## config.mk

```make
export PLATFORM = sky130hd
export DESIGN_NAME = decimal_integer_line_parser
export DESIGN_NICKNAME = d
export VERILOG_FILES = /design/src/sv/dilp_pkg.sv /design/src/sv/dilp_ram.sv /design/src/sv/dilp_front.sv /design/src/sv/dilp_queue.sv /design/src/sv/dilp_back.sv /design/src/sv/decimal_integer_line_parser.sv
export SDC_FILE = /design/constraint.sdc
export NUM_CORES = 2
export LEC_CHECK = 0
export ABC_AREA = 1
export BUFFER_PORTS_ARGS = -buffer_cell sky130_fd_sc_hd__buf_2
export CAP_MARGIN = 20
export CORE_AREA = 2 2 434 436
export CTS_BUF_LIST = sky130_fd_sc_hd__clkbuf_16
export DETAILED_ROUTE_END_ITERATION = 8
export DIE_AREA = 0 0 436 438
export PLACE_DENSITY = 0.65
export SLEW_MARGIN = 20
export SYNTH_ARGS = -nofsm -noshare
export SYNTH_HDL_FRONTEND = slang
export SYNTH_HIERARCHICAL = 1
export SYNTH_SLANG_ARGS = --single-unit
```

## constraint.sdc

```tcl
create_clock -name clk_i -period 11.25 [get_ports clk_i]
set_clock_uncertainty 0.1 [all_clocks]
set_input_delay 1.6875 -clock clk_i [delete_from_list [all_inputs] [get_ports clk_i]]
set_output_delay 1.6875 -clock clk_i [all_outputs]
set_load 0.1 [all_outputs]
```

## src/sv/dilp_pkg.sv

```systemverilog
// Shared types and constants of the decimal integer line parser.
`timescale 1ns / 1ps
package dilp_pkg;

  localparam logic [7:0] CH_HASH  = 8'h23;
  localparam logic [7:0] CH_SPACE = 8'h20;
  localparam logic [7:0] CH_MINUS = 8'h2D;
  localparam logic [7:0] CH_PLUS  = 8'h2B;
  localparam logic [7:0] CH_ZERO  = 8'h30;
  localparam logic [7:0] CH_NINE  = 8'h39;

  localparam int unsigned WORD_W   = 8;
  localparam logic [WORD_W-1:0] WORD_SAT = 8'd255;
  localparam int unsigned NUM_W    = 32;
  localparam int unsigned POS_W    = 5;
  localparam int unsigned JOB_CNT_W = 7;

  typedef enum logic [1:0] {
    KIND_CHAR = 2'd0,
    KIND_EOL  = 2'd1,
    KIND_EOI  = 2'd2
  } item_kind_e;

  typedef enum logic [1:0] {
    ST_VALUE = 2'd0,
    ST_EOD   = 2'd1,
    ST_DROP  = 2'd2
  } status_e;

  typedef enum logic [1:0] {
    TS_NONE   = 2'd0,
    TS_SIGN   = 2'd1,
    TS_DIGITS = 2'd2
  } tok_state_e;

  typedef enum logic [1:0] {
    JOB_VALUES = 2'd0,
    JOB_EOD    = 2'd1,
    JOB_DROP   = 2'd2
  } job_e;

  typedef enum logic [1:0] {
    BK_IDLE   = 2'd0,
    BK_VALUE  = 2'd1,
    BK_STATUS = 2'd2
  } back_state_e;

  typedef struct packed {
    job_e                 kind;
    logic                 bank;
    logic [JOB_CNT_W-1:0] count;
  } job_t;

  typedef struct packed {
    logic valid;
    logic bank;
  } rel_t;

endpackage

```

## src/sv/dilp_ram.sv

```systemverilog
// Generic single-write, single-read RAM with registered read data.
`timescale 1ns / 1ps
module dilp_ram #(
  parameter int unsigned WIDTH = 32,
  parameter int unsigned DEPTH = 64
) (
  input  logic                     clk_i,
  input  logic                     we_i,
  input  logic [$clog2(DEPTH)-1:0] waddr_i,
  input  logic [WIDTH-1:0]         wdata_i,
  input  logic                     re_i,
  input  logic [$clog2(DEPTH)-1:0] raddr_i,
  output logic [WIDTH-1:0]         rdata_o
);

  logic [WIDTH-1:0] mem_q [DEPTH];
  logic [WIDTH-1:0] rdata_q;

  always_ff @(posedge clk_i) begin
    if (we_i) begin
      mem_q[waddr_i] <= wdata_i;
    end
    if (re_i) begin
      rdata_q <= mem_q[raddr_i];
    end
  end

  assign rdata_o = rdata_q;

endmodule

```

## src/sv/dilp_front.sv

```systemverilog
// Front end: takes characters, counts words, tokenizes values, queues line jobs.
`timescale 1ns / 1ps
module dilp_front
  import dilp_pkg::*;
#(
  parameter int unsigned MAX_WORDS = 32
) (
  input  logic        clk_i,
  input  logic        rst_ni,
  input  logic        valid_i,
  output logic        ready_o,
  input  logic [7:0]  char_i,
  input  logic [1:0]  kind_i,
  input  logic        q_full_i,
  output logic        push_o,
  output job_t        job_o,
  input  rel_t        rel_i,
  output logic        we_o,
  output logic [((MAX_WORDS > 1) ? $clog2(MAX_WORDS) : 1):0] waddr_o,
  output logic [NUM_W-1:0] wdata_o
);

  localparam int unsigned IDX_W = (MAX_WORDS > 1) ? $clog2(MAX_WORDS) : 1;
  localparam int unsigned VP_W  = $clog2(MAX_WORDS + 1);
  localparam logic [VP_W-1:0]   VP_MAX = VP_W'(MAX_WORDS);
  localparam logic [WORD_W-1:0] WT_MAX = WORD_W'(MAX_WORDS);

  logic [NUM_W-1:0]  acc_q, acc_d;
  logic              neg_q, neg_d;
  tok_state_e        ts_q, ts_d;
  logic [WORD_W-1:0] wt_q, wt_d;
  logic              blank_q, blank_d;
  logic [VP_W-1:0]   vp_q, vp_d;
  logic              fail_q, fail_d;
  logic              start_q, start_d;
  logic              comment_q, comment_d;
  logic              bank_q, bank_d;
  logic [1:0]        busy_q, busy_d;

  logic              take;
  logic              digit;
  logic [3:0]        dval;
  logic [NUM_W-1:0]  value;
  logic [NUM_W-1:0]  acc_x10;

  assign ready_o = !q_full_i && !busy_q[bank_q];
  assign take    = valid_i && ready_o;
  assign digit   = (char_i >= CH_ZERO) && (char_i <= CH_NINE);
  assign dval    = char_i[3:0];
  assign value   = neg_q ? (NUM_W'(0) - acc_q) : acc_q;
  assign acc_x10 = {acc_q[NUM_W-4:0], 3'b000} + {acc_q[NUM_W-2:0], 1'b0};
  assign waddr_o = {bank_q, vp_q[IDX_W-1:0]};
  assign wdata_o = value;

  always_comb begin
    logic       comm;
    logic       go;
    logic [VP_W-1:0] vp_fin;
    tok_state_e ts_loc;
    acc_d     = acc_q;
    neg_d     = neg_q;
    ts_d      = ts_q;
    wt_d      = wt_q;
    blank_d   = blank_q;
    vp_d      = vp_q;
    fail_d    = fail_q;
    start_d   = start_q;
    comment_d = comment_q;
    bank_d    = bank_q;
    busy_d    = busy_q;
    we_o      = 1'b0;
    push_o    = 1'b0;
    job_o     = '{kind: JOB_VALUES, bank: bank_q, count: JOB_CNT_W'(wt_q)};
    comm      = 1'b0;
    go        = 1'b0;
    vp_fin    = vp_q;
    ts_loc    = ts_q;
    if (rel_i.valid) begin
      busy_d[rel_i.bank] = 1'b0;
    end
    if (take) begin
      case (item_kind_e'(kind_i))
        KIND_CHAR: begin
          start_d   = 1'b0;
          comm      = comment_q || (start_q && (char_i == CH_HASH));
          comment_d = comm;
          if (!comm) begin
            if (char_i == CH_SPACE) begin
              blank_d = 1'b1;
            end else if (blank_q) begin
              if (wt_q != WORD_SAT) begin
                wt_d = wt_q + WORD_W'(1);
              end
              blank_d = 1'b0;
            end
            if (!fail_q && (vp_q < VP_MAX)) begin
              go = 1'b1;
              if (ts_q == TS_DIGITS) begin
                if (digit) begin
                  acc_d = acc_x10 + NUM_W'(dval);
                  go    = 1'b0;
                end else begin
                  we_o   = 1'b1;
                  vp_d   = vp_q + VP_W'(1);
                  acc_d  = '0;
                  neg_d  = 1'b0;
                  ts_d   = TS_NONE;
                  ts_loc = TS_NONE;
                  if ((vp_q + VP_W'(1)) >= VP_MAX) begin
                    go = 1'b0;
                  end
                end
              end
              if (go && (char_i != CH_SPACE)) begin
                if (digit) begin
                  ts_d  = TS_DIGITS;
                  acc_d = NUM_W'(dval);
                end else if ((ts_loc != TS_SIGN) && (char_i == CH_MINUS)) begin
                  ts_d  = TS_SIGN;
                  neg_d = 1'b1;
                end else if ((ts_loc != TS_SIGN) && (char_i == CH_PLUS)) begin
                  ts_d  = TS_SIGN;
                  neg_d = 1'b0;
                end else begin
                  fail_d = 1'b1;
                end
              end
            end
          end
        end
        KIND_EOL: begin
          if (!comment_q && (wt_q != '0)) begin
            if (wt_q > WT_MAX) begin
              push_o     = 1'b1;
              job_o.kind = JOB_DROP;
            end else begin
              if (!fail_q && (ts_q == TS_DIGITS) && (vp_q < VP_MAX)) begin
                we_o   = 1'b1;
                vp_fin = vp_q + VP_W'(1);
              end
              if (wt_q <= WORD_W'(vp_fin)) begin
                push_o = 1'b1;
                busy_d[bank_q] = 1'b1;
                bank_d = !bank_q;
              end
            end
          end
          acc_d = '0; neg_d = 1'b0; ts_d = TS_NONE; wt_d = '0; blank_d = 1'b1;
          vp_d = '0; fail_d = 1'b0; start_d = 1'b1; comment_d = 1'b0;
        end
        KIND_EOI: begin
          push_o     = 1'b1;
          job_o.kind = JOB_EOD;
          acc_d = '0; neg_d = 1'b0; ts_d = TS_NONE; wt_d = '0; blank_d = 1'b1;
          vp_d = '0; fail_d = 1'b0; start_d = 1'b1; comment_d = 1'b0;
        end
        default: begin
        end
      endcase
    end
  end

  always_ff @(posedge clk_i or negedge rst_ni) begin
    if (!rst_ni) begin
      acc_q     <= '0;
      neg_q     <= 1'b0;
      ts_q      <= TS_NONE;
      wt_q      <= '0;
      blank_q   <= 1'b1;
      vp_q      <= '0;
      fail_q    <= 1'b0;
      start_q   <= 1'b1;
      comment_q <= 1'b0;
      bank_q    <= 1'b0;
      busy_q    <= '0;
    end else begin
      acc_q     <= acc_d;
      neg_q     <= neg_d;
      ts_q      <= ts_d;
      wt_q      <= wt_d;
      blank_q   <= blank_d;
      vp_q      <= vp_d;
      fail_q    <= fail_d;
      start_q   <= start_d;
      comment_q <= comment_d;
      bank_q    <= bank_d;
      busy_q    <= busy_d;
    end
  end

endmodule

```

## src/sv/dilp_queue.sv

```systemverilog
// Two-entry job queue between front and back end.
`timescale 1ns / 1ps
module dilp_queue
  import dilp_pkg::*;
(
  input  logic clk_i,
  input  logic rst_ni,
  input  logic push_i,
  input  job_t job_i,
  input  logic pop_i,
  output job_t head_o,
  output logic full_o,
  output logic empty_o
);

  job_t       ent_q [2];
  logic       wptr_q, rptr_q;
  logic [1:0] cnt_q;

  assign full_o  = (cnt_q == 2'd2);
  assign empty_o = (cnt_q == 2'd0);
  assign head_o  = ent_q[rptr_q];

  always_ff @(posedge clk_i) begin
    if (push_i) begin
      ent_q[wptr_q] <= job_i;
    end
  end

  always_ff @(posedge clk_i or negedge rst_ni) begin
    if (!rst_ni) begin
      wptr_q <= 1'b0;
      rptr_q <= 1'b0;
      cnt_q  <= '0;
    end else begin
      if (push_i) begin
        wptr_q <= !wptr_q;
      end
      if (pop_i) begin
        rptr_q <= !rptr_q;
      end
      cnt_q <= cnt_q + 2'(push_i) - 2'(pop_i);
    end
  end

endmodule

```

## src/sv/dilp_back.sv

```systemverilog
// Back end: drains queued jobs, reads line values and drives the result stream.
`timescale 1ns / 1ps
module dilp_back
  import dilp_pkg::*;
#(
  parameter int unsigned MAX_WORDS = 32
) (
  input  logic        clk_i,
  input  logic        rst_ni,
  input  job_t        head_i,
  input  logic        empty_i,
  output logic        pop_o,
  output rel_t        rel_o,
  output logic        re_o,
  output logic [((MAX_WORDS > 1) ? $clog2(MAX_WORDS) : 1):0] raddr_o,
  input  logic [NUM_W-1:0] rdata_i,
  output logic        valid_o,
  input  logic        ready_i,
  output logic [NUM_W-1:0] number_o,
  output logic [POS_W-1:0] position_o,
  output logic [1:0]  status_o,
  output logic        last_o
);

  localparam int unsigned IDX_W = (MAX_WORDS > 1) ? $clog2(MAX_WORDS) : 1;

  back_state_e          state_q, state_d;
  logic                 bank_q, bank_d;
  logic [IDX_W-1:0]     idx_q, idx_d;
  logic [JOB_CNT_W-1:0] cnt_q, cnt_d;
  status_e              status_q, status_d;
  logic                 at_last;

  assign at_last = ((JOB_CNT_W'(idx_q) + JOB_CNT_W'(1)) == cnt_q);

  always_comb begin
    state_d = state_q;
    case (state_q)
      BK_IDLE: begin
        if (!empty_i) begin
          state_d = (head_i.kind == JOB_VALUES) ? BK_VALUE : BK_STATUS;
        end
      end
      BK_VALUE: begin
        if (ready_i && at_last) begin
          state_d = BK_IDLE;
        end
      end
      BK_STATUS: begin
        if (ready_i) begin
          state_d = BK_IDLE;
        end
      end
      default: begin
        state_d = BK_IDLE;
      end
    endcase
  end

  always_comb begin
    bank_d     = bank_q;
    idx_d      = idx_q;
    cnt_d      = cnt_q;
    status_d   = status_q;
    pop_o      = 1'b0;
    rel_o      = '{valid: 1'b0, bank: bank_q};
    re_o       = 1'b0;
    raddr_o    = {bank_q, idx_q};
    valid_o    = 1'b0;
    number_o   = '0;
    position_o = '0;
    status_o   = ST_VALUE;
    last_o     = 1'b1;
    case (state_q)
      BK_IDLE: begin
        if (!empty_i) begin
          pop_o = 1'b1;
          if (head_i.kind == JOB_VALUES) begin
            bank_d  = head_i.bank;
            idx_d   = '0;
            cnt_d   = head_i.count;
            re_o    = 1'b1;
            raddr_o = {head_i.bank, IDX_W'(0)};
          end else begin
            status_d = (head_i.kind == JOB_EOD) ? ST_EOD : ST_DROP;
          end
        end
      end
      BK_VALUE: begin
        valid_o    = 1'b1;
        number_o   = rdata_i;
        position_o = POS_W'(idx_q);
        last_o     = at_last;
        if (ready_i) begin
          if (at_last) begin
            rel_o.valid = 1'b1;
          end else begin
            idx_d   = idx_q + IDX_W'(1);
            re_o    = 1'b1;
            raddr_o = {bank_q, idx_q + IDX_W'(1)};
          end
        end
      end
      BK_STATUS: begin
        valid_o  = 1'b1;
        status_o = status_q;
      end
      default: begin
      end
    endcase
  end

  always_ff @(posedge clk_i or negedge rst_ni) begin
    if (!rst_ni) begin
      state_q <= BK_IDLE;
    end else begin
      state_q <= state_d;
    end
  end

  always_ff @(posedge clk_i) begin
    bank_q   <= bank_d;
    idx_q    <= idx_d;
    cnt_q    <= cnt_d;
    status_q <= status_d;
  end

endmodule

```

## src/sv/decimal_integer_line_parser.sv

```systemverilog
// Top level of the decimal integer line parser.
//
//   channel  | dir | tdata                         | tuser        | tlast
//   s_axis   | in  | [7:0] char_code               | [1:0] kind   | -
//   m_axis   | out | [31:0] number, [36:32] pos    | [1:0] status | last_of_run
//
// Input takes one item per cycle while the job queue has room and the value
// bank being filled is not still being drained by the back end.
// Each job is popped in the idle state; a line's values then leave one per cycle
// while m_axis_tready is high, from the two-bank value RAM (registered read);
// a status job gives a single result.
// Up to two line jobs wait in the queue.
// Reset is asynchronous, active low; the value RAM needs no clearing.
`timescale 1ns / 1ps
module decimal_integer_line_parser
  import dilp_pkg::*;
#(
  parameter int unsigned MAX_WORDS = 32
) (
  input  logic        clk_i,
  input  logic        rst_ni,
  input  logic        s_axis_tvalid,
  output logic        s_axis_tready,
  input  logic [7:0]  s_axis_tdata,   // [7:0] char_code
  input  logic [1:0]  s_axis_tuser,   // [1:0] item_kind
  output logic        m_axis_tvalid,
  input  logic        m_axis_tready,
  output logic [39:0] m_axis_tdata,   // [31:0] number, [36:32] position, zero pad
  output logic [1:0]  m_axis_tuser,   // [1:0] status
  output logic        m_axis_tlast
);

  localparam int unsigned IDX_W = (MAX_WORDS > 1) ? $clog2(MAX_WORDS) : 1;
  localparam int unsigned RAM_DEPTH = 2 << IDX_W;

  logic             q_full, q_empty, push, pop;
  job_t             job_in, job_head;
  rel_t             rel;
  logic             we, re;
  logic [IDX_W:0]   waddr, raddr;
  logic [NUM_W-1:0] wdata, rdata;
  logic [NUM_W-1:0] number;
  logic [POS_W-1:0] position;

  dilp_front #(.MAX_WORDS(MAX_WORDS)) u_front (
    .clk_i    (clk_i),
    .rst_ni   (rst_ni),
    .valid_i  (s_axis_tvalid),
    .ready_o  (s_axis_tready),
    .char_i   (s_axis_tdata),
    .kind_i   (s_axis_tuser),
    .q_full_i (q_full),
    .push_o   (push),
    .job_o    (job_in),
    .rel_i    (rel),
    .we_o     (we),
    .waddr_o  (waddr),
    .wdata_o  (wdata)
  );

  dilp_queue u_queue (
    .clk_i   (clk_i),
    .rst_ni  (rst_ni),
    .push_i  (push),
    .job_i   (job_in),
    .pop_i   (pop),
    .head_o  (job_head),
    .full_o  (q_full),
    .empty_o (q_empty)
  );

  dilp_ram #(.WIDTH(NUM_W), .DEPTH(RAM_DEPTH)) u_ram (
    .clk_i   (clk_i),
    .we_i    (we),
    .waddr_i (waddr),
    .wdata_i (wdata),
    .re_i    (re),
    .raddr_i (raddr),
    .rdata_o (rdata)
  );

  dilp_back #(.MAX_WORDS(MAX_WORDS)) u_back (
    .clk_i      (clk_i),
    .rst_ni     (rst_ni),
    .head_i     (job_head),
    .empty_i    (q_empty),
    .pop_o      (pop),
    .rel_o      (rel),
    .re_o       (re),
    .raddr_o    (raddr),
    .rdata_i    (rdata),
    .valid_o    (m_axis_tvalid),
    .ready_i    (m_axis_tready),
    .number_o   (number),
    .position_o (position),
    .status_o   (m_axis_tuser),
    .last_o     (m_axis_tlast)
  );

  assign m_axis_tdata = {3'b000, position, number};

endmodule

```

# Word level (Yosys, flattened, before mapping)
# Memory sizes are Yosys's and may differ from the RTL's. A register that Yosys moved wholly into a read port is not among the register bits.
# Index checks and enable logic that the tools add are counted.
[totals] reg_bits=77 ramBits=2068 inputBits=14 output_inout_bits=45 elab_cells=248 memories=2
[mem_list] name="u_ram.mem_q" words=64 word_bits=32 rd=1 rd_clocked_by_memory_dff=1 write_ports=1 line="dilp_ram.sv:16" rtl="logic [WIDTH-1:0] mem_q [DEPTH];"
[mem_list] name="u_queue.ent_q" words=2 word_bits=10 rd=1 rd_clocked_by_memory_dff=0 write_ports=1 line="dilp_queue.sv:16" rtl="job_t ent_q [2];"
[op_classes] add_sub_neg=9 magnitude_cmp=10 eq_ne=31 muxes=129 bitwise=6 n_reduce_logical=42
[op_table] operator="32-bit 2-to-1 mux" n=8
[op_table] operator="6-bit 2-to-1 mux" n=11
[op_table] operator="32-bit one-hot mux with 2 select lines" n=1
[op_table] operator="1-bit 2-to-1 mux" n=54
[op_table] operator="2-bit 2-to-1 mux" n=27
[op_table] operator="5-bit 2-to-1 mux" n=7
[op_table] operator="32-bit adder" n=1
[op_table] operator="32-bit by 4-bit adder with 32-bit output" n=1
[op_table] operator="8-bit by 6-bit == test with 1-bit output (second input constant)" n=4
[op_table] operator="8-bit 2-to-1 mux" n=4
[op_table] operator="1-bit by 32-bit subtractor with 32-bit output (first input constant)" n=1
[op_table] operator="6-bit one-hot mux with 2 select lines" n=2
[op_table] operator="2-bit != test (second input constant)" n=9
[op_table] operator="2-bit by 1-bit != test with 1-bit output (second input constant)" n=8
[op_table] operator="1-bit one-hot mux with 2 select lines" n=8
[op_table] operator="8-bit one-hot mux with 2 select lines" n=1
[op_table] operator="1-bit logical AND" n=14
[op_table] operator="3-bit AND reduction" n=4
[op_table] operator="6-bit AND reduction" n=2
[op_table] operator="5-bit one-hot mux with 2 select lines" n=1
[op_table] operator="5-bit AND reduction" n=2
[op_table] operator="8-bit by 1-bit adder with 8-bit output (second input constant)" n=1
[op_table] operator="2-bit == test (second input constant)" n=4
[op_table] operator="8-bit by 6-bit greater-or-equal comparator with 1-bit output (second input constant)" n=1
[op_table] operator="other kinds (32)" n=51

# Longest topological paths before layout
[depth] word_depth=17 depth_mapped=26 depth_no_buf=22

# By module
# Netlist, hierarchy kept.
[by_module_without_submodules] module="dilp_ram" n_inst=1 cells_each=6785 area_each_um2=83106.0 seq_area_each_um2=62459.9
[by_module_without_submodules] module="dilp_front" n_inst=1 cells_each=1145 area_each_um2=7003.0 seq_area_each_um2=1403.8
[by_module_without_submodules] module="dilp_back" n_inst=1 cells_each=212 area_each_um2=1378.8 seq_area_each_um2=500.5
[by_module_without_submodules] module="dilp_queue" n_inst=1 cells_each=77 area_each_um2=993.5 seq_area_each_um2=700.7
[by_module_without_submodules] module="decimal_integer_line_parser" n_inst=1 cells_each=4 area_each_um2=26.3 seq_area_each_um2=0.0

# Worst setup path after synthesis
# OpenSTA, ideal clock, no wires.
[synth_path] path_kind="input-to-reg" startpoint="input port s_axis_tuser[0]" endpoint="memory u_ram.mem_q[48][0], enable pin" setup_ps=461 t_arrival_ps=5028 required_ps=10689 setup_slack_ps=5661 cell_stages=9 path_buffers=1 cell_sequence="inv_1 -> ha_1 -> inv_1 -> nor2_1 -> nand2_1 -> a21oi_1 -> clkbuf_1 -> inv_1 -> nor3_1"
[synth_via] elab_chain_len=5 elab_cells_between_ends=6 cone_classes="eq/ne (1); mux (4); reduce/logical (1)"
[synth_lines] element="start, declared" line="decimal_integer_line_parser.sv:25" rtl="input logic [1:0] s_axis_tuser,"
[synth_lines] element="2-bit by 1-bit == test with 1-bit output / 2-bit logical NOT (equally long branches)" line="dilp_front.sv:82" rtl="case (item_kind_e'(kind_i))"
[synth_lines] element="1-bit one-hot mux with 2 select lines (*)" line="dilp_front.sv:82"
[synth_lines] element="1-bit 2-to-1 mux (*)" line="dilp_front.sv:81" rtl="if (take) begin"
[synth_lines] element="named net we" line="decimal_integer_line_parser.sv:39" rtl="logic we, re;"
[synth_lines] element="1-bit 2-to-1 mux (*)" line="dilp_ram.sv:20" rtl="if (we_i) begin"
[synth_lines] element="1-bit 2-to-1 mux (not written as such) (*)" line="dilp_ram.sv:21" rtl="mem_q[waddr_i] <= wdata_i;"
[synth_lines] element="end, declared" line="dilp_ram.sv:16"
# The timed path passes the listed nets; every way through them passes the cells marked *.

==> impl_summary.log <==
INFO  metric outcome = finished clean
INFO  metric power.static_leakage = 0.03841 uW
INFO  metric drt_iter0_drc = 7,938
INFO  metric grt_start_max_net_pins = 231
INFO  metric grt_overflow = 0
INFO  metric port-buffer-count = 55
INFO  metric fill_cells = 15,532
INFO  metric clk_root_buffer_cell = sky130_fd_sc_hd__clkbuf_16
INFO  metric initial_antenna_violation_count = 5
INFO  metric layout.area.seq = 0.06507 mm^2
INFO  metric numClockSinks = 2,177
INFO  metric drc_errors = 0
INFO  metric setup_ws = 4.952 ns
INFO  metric pwr_density_cell = about 290 mW/mm^2
INFO  metric post_synth.cell_area_avg = 11.25 um^2
INFO  metric crit_path_max_fanout = 230
INFO  metric die-area = ~0.19 mm^2
INFO  metric ant_nets = 0
INFO  metric drt_total_wl = 259,400 um
INFO  metric synth_cells = 8,223
INFO  metric chipWidth = 436 um
INFO  metric worst-endpoint-arrival = 6.92 ns
INFO  metric timing.reg2reg.setup_slack = 4.95 ns
INFO  metric start_util = 49.57%
INFO  metric routabilityCongestion = 0.8586
INFO  metric viasPerCell = 5.839
INFO  metric finalSetupViolations = 0
INFO  metric ys_async_sr_fraction = roughly 2.8%
INFO  metric worst_path_largest_cell_delay = 0.85 ns
INFO  metric post_cts_resized = 0
INFO  metric critPathBufInv = 4
INFO  metric path_common_cell = sky130_fd_sc_hd__nand2_1
INFO  metric rsz0062_at_grt = false
INFO  metric register_bit_count_reported_by_yosys = 2,177
INFO  metric htree_num_levels = 4
INFO  metric groute.usage.overall = approximately 27%
INFO  metric placement_rows = 159
INFO  metric clock_insertion_delay_worst_skew = between 0.8 and 0.9 ns
INFO  metric crit_path_start = u_queue/rptr_q$_DFFE_PN0P_
INFO  metric synth.cells.most_frequent = sky130_fd_sc_hd__nand2_1, sky130_fd_sc_hd__edfxtp_1, sky130_fd_sc_hd__nand3_1, sky130_fd_sc_hd__buf_2, sky130_fd_sc_hd__inv_1
INFO  metric synth_top_flop_cell = sky130_fd_sc_hd__edfxtp_1
INFO  metric worst_slew_pin_tran = 1.176 ns
INFO  metric synth_seq_area_share = 70.33%
INFO  metric maxClockFrequency = 0.1588 GHz
INFO  metric flow.area_growth_from_synthesis = 10.67%
INFO  metric final_max_slew_violation_count = 0
INFO  metric grt_pass1_vias = 59,990
INFO  metric postCtsSetupRepairBufs = 0
INFO  metric synth-edff-count = 2,115
INFO  metric path_delay_family = buffers and inverters
INFO  metric max-vdd-ir-drop = 0.3624 mV
INFO  metric finalSetupTns = 0 ns
INFO  metric floorplan_core_area = roughly 0.19 mm^2
INFO  metric met2WireLength = 122,100 um
INFO  metric clk_pin_slew = 0.06 ns
INFO  metric detailedPlace.worstSlack = 4.947 ns
INFO  metric netlist-cell-type-count = 55
INFO  metric grt_pass1_wl = 385,800 um
INFO  metric worst-endpoint-required = around 12 ns
INFO  metric top_layer_used = met4
INFO  metric worst_setup_path_end_kind = register
INFO  metric fin_hold_ws = 0.3917 ns
INFO  metric detail_route.first_pass.iterations = 6
INFO  metric layout_worst_path_cycle_share = between 50 and 60%
INFO  metric fraction_of_layout_cells_with_a_size_suffix_above_1 = between 7 and 8%
INFO  metric placedCellCount = 10,435
INFO  metric yosys_warnings = 6
INFO  metric yosysTopAreaCellShare = slightly below 70%
INFO  metric netlist_area = just over 0.09 mm^2
INFO  metric path_category_of_the_worst_min_delay_check = reg -> reg
INFO  metric post-layout-total-power = 30,120 uW
INFO  metric startpoint_type = register
INFO  metric cts-buffers-inserted = between 200 and 250
INFO  metric synth.area.top_cells = sky130_fd_sc_hd__edfxtp_1, sky130_fd_sc_hd__nand2_1, sky130_fd_sc_hd__nand3_1
INFO  metric min_tclk_post_route = 6.298 ns
INFO  metric cap_viol_max_count = 0
INFO  metric dp_hpwl = 134,000 um
INFO  metric yosysTopAreaCell = sky130_fd_sc_hd__edfxtp_1
INFO  metric cpMaxStageDelayCell = sky130_fd_sc_hd__dfrtp_1
INFO  metric route.met3.wl = approximately 24,000 um
INFO  metric multi_input_comb_area = 0.02484 mm^2
INFO  metric clockBufferDepth = 3
INFO  metric chipHeight = 438 um
INFO  metric worst_hold_startpoint = u_front/start_q$_DFFE_PN1P_
INFO  metric timing.max_slew.rel_slack = a little over a fifth
INFO  metric wl_per_cell = 23.96 um
INFO  metric nets_final = 8,251
INFO  metric hold_violations = 0
INFO  metric routedLengthMet1 = 104,500 um
INFO  metric stdcell_count = 10,826
INFO  metric yosysMostFrequentCell = sky130_fd_sc_hd__nand2_1
INFO  metric critical_path.reg2reg.startpoint = u_queue/rptr_q$_DFFE_PN0P_
INFO  metric detailroute.via_count = 63,209
INFO  metric top_level_ports = 59
INFO  metric postCtsHoldBufs = 0
INFO  metric clock_tree_from_tritoncts = built
INFO  metric crit_path_cell_trace = nand2_1 > o21ai_2 > nor2_1 > nand2_1 > inv_1 > a21oi_1 > nor2_1 > a21oi_4 > buf_12 > buf_4 > buf_12 > nand2_1 > nand3_1 > nand3_1 > nand3_1 > nand3_1 > nand2_1 > nand2_1 > nand2_1
INFO  metric criticalPathCategory = reg -> reg
registers in the layout (all words and copies together), names as in the netlist, 2 cells and up:
register	cells
u_back/state_q	2
u_front/vp_q	6
u_front/busy_q	2
u_back/cnt_q	7
u_back/status_q	2
u_front/wt_q	8
u_front/ts_q	2
u_front/acc_q	32
u_ram/mem_q	2048
u_ram/rdata_o	32
u_queue/ent_q	20
u_queue/cnt_q	2
u_back/idx_q	5
cell usage in the layout, fill, tap and decap left out, types with 6 or more instances in the layout:
cell | Yosys | final
sky130_fd_sc_hd__nand3_1 | 1997 | 1997
sky130_fd_sc_hd__inv_6 | 0 | 10
sky130_fd_sc_hd__o22ai_1 | 13 | 13
sky130_fd_sc_hd__bufinv_16 | 0 | 20
sky130_fd_sc_hd__nor3_1 | 26 | 22
sky130_fd_sc_hd__xor2_1 | 38 | 19
sky130_fd_sc_hd__clkbuf_16 | 0 | 217
sky130_fd_sc_hd__clkinv_2 | 1 | 35
sky130_fd_sc_hd__nor2_1 | 177 | 117
sky130_fd_sc_hd__o21ai_0 | 47 | 43
sky130_fd_sc_hd__nor2_4 | 2 | 62
sky130_fd_sc_hd__nand4_1 | 14 | 14
sky130_fd_sc_hd__xor2_4 | 0 | 19
sky130_fd_sc_hd__nor2_2 | 12 | 12
sky130_fd_sc_hd__edfxtp_1 | 2115 | 2115
sky130_fd_sc_hd__ha_1 | 78 | 77
sky130_fd_sc_hd__o21ai_1 | 12 | 12
sky130_fd_sc_hd__nand3b_1 | 6 | 6
sky130_fd_sc_hd__inv_2 | 9 | 9
sky130_fd_sc_hd__nand2_1 | 2747 | 2738
sky130_fd_sc_hd__buf_2 | 257 | 55
sky130_fd_sc_hd__dfrtp_1 | 60 | 59
sky130_fd_sc_hd__nand2_4 | 5 | 9
sky130_fd_sc_hd__nor3_2 | 3 | 7
sky130_fd_sc_hd__buf_12 | 0 | 8
sky130_fd_sc_hd__o21ai_2 | 11 | 11
sky130_fd_sc_hd__clkinv_1 | 2 | 60
sky130_fd_sc_hd__buf_4 | 62 | 144
sky130_fd_sc_hd__inv_1 | 257 | 294
sky130_fd_sc_hd__a21oi_1 | 43 | 41
sky130_fd_sc_hd__nand2_2 | 4 | 9
worst reg2reg max path, delay by kind of cell (launching register included):
| kind | cells | cell delay (ns) |
|---|---|---|
| buf+inv | 4 | 2.64 |
| compound gates | 3 | 0.82 |
| flops | 1 | 0.85 |
| simple gates | 12 | 1.75 |
area by class of cell:
cell class	count	area share (%)
clock inverter	170	1.287
inverter	270	1.033
clock buffer	217	5.304
timing repair buffer	208	1.508
antenna	3	0.007333
tap	2495	3.049
multi-input combinational	5286	24.26
sequential	2177	63.55
power by group:
group / total (uW) / switching (uW) / internal [uW] / leakage [uW]
Sequential: 10200 / 253 / 9980 / 0.0204
Combinational: 12900 / 9700 / 3240 / 0.0146
Clock: 6950 / 3020 / 3930 / 0.00347
Total: 30100 / 13000 / 17200 / 0.0384
worst paths after layout:
kind	endpoint	cells past startpoint
worst min-delay path	u_front/start_q$_DFFE_PN1P_	2
min in group asynchronous	u_front/acc_q[20]$_DFFE_PN0P_	2
worst max-delay path	u_ram/rdata_o[2]$_DFFE_PP_	19
worst min register to register	u_front/start_q$_DFFE_PN1P_	2
max in group asynchronous	u_front/acc_q[0]$_DFFE_PN0P_	2
worst max register to register	u_ram/rdata_o[2]$_DFFE_PP_	19
cells by family after synthesis:
family	Yosys count	synth area share, %
xor gates and xnor gates	45	0.4261
buffers and inverters	762	3.849
DFF	2177	70.33
and+or+nand+nor	5007	23.32
adders and majority gates	80	1.098
AOI/OAI and AO/OA	151	0.9630
other	1	0.004054
metrics by stage:
step                      cell area, um^2  utilization (%)
final                              102400            54.86
after global routing               102400            54.86
after CTS                          102300            54.84
after detailed placement            95590            51.23
after global placement              95590            51.23
after floorplan                     92520                -
per-layer routing:
| layer | vias to the layer above | global-route usage, % |
|---|---|---|
| li1 | 28543 | - |
| met1 | 31062 | 37.16 |
| met2 | 3116 | 43.65 |
| met3 | 488 | 3.779 |
| met4 | 0 | 9.142 |
| met5 | - | 0 |
Note: power is estimated with default switching activity, not from simulation.
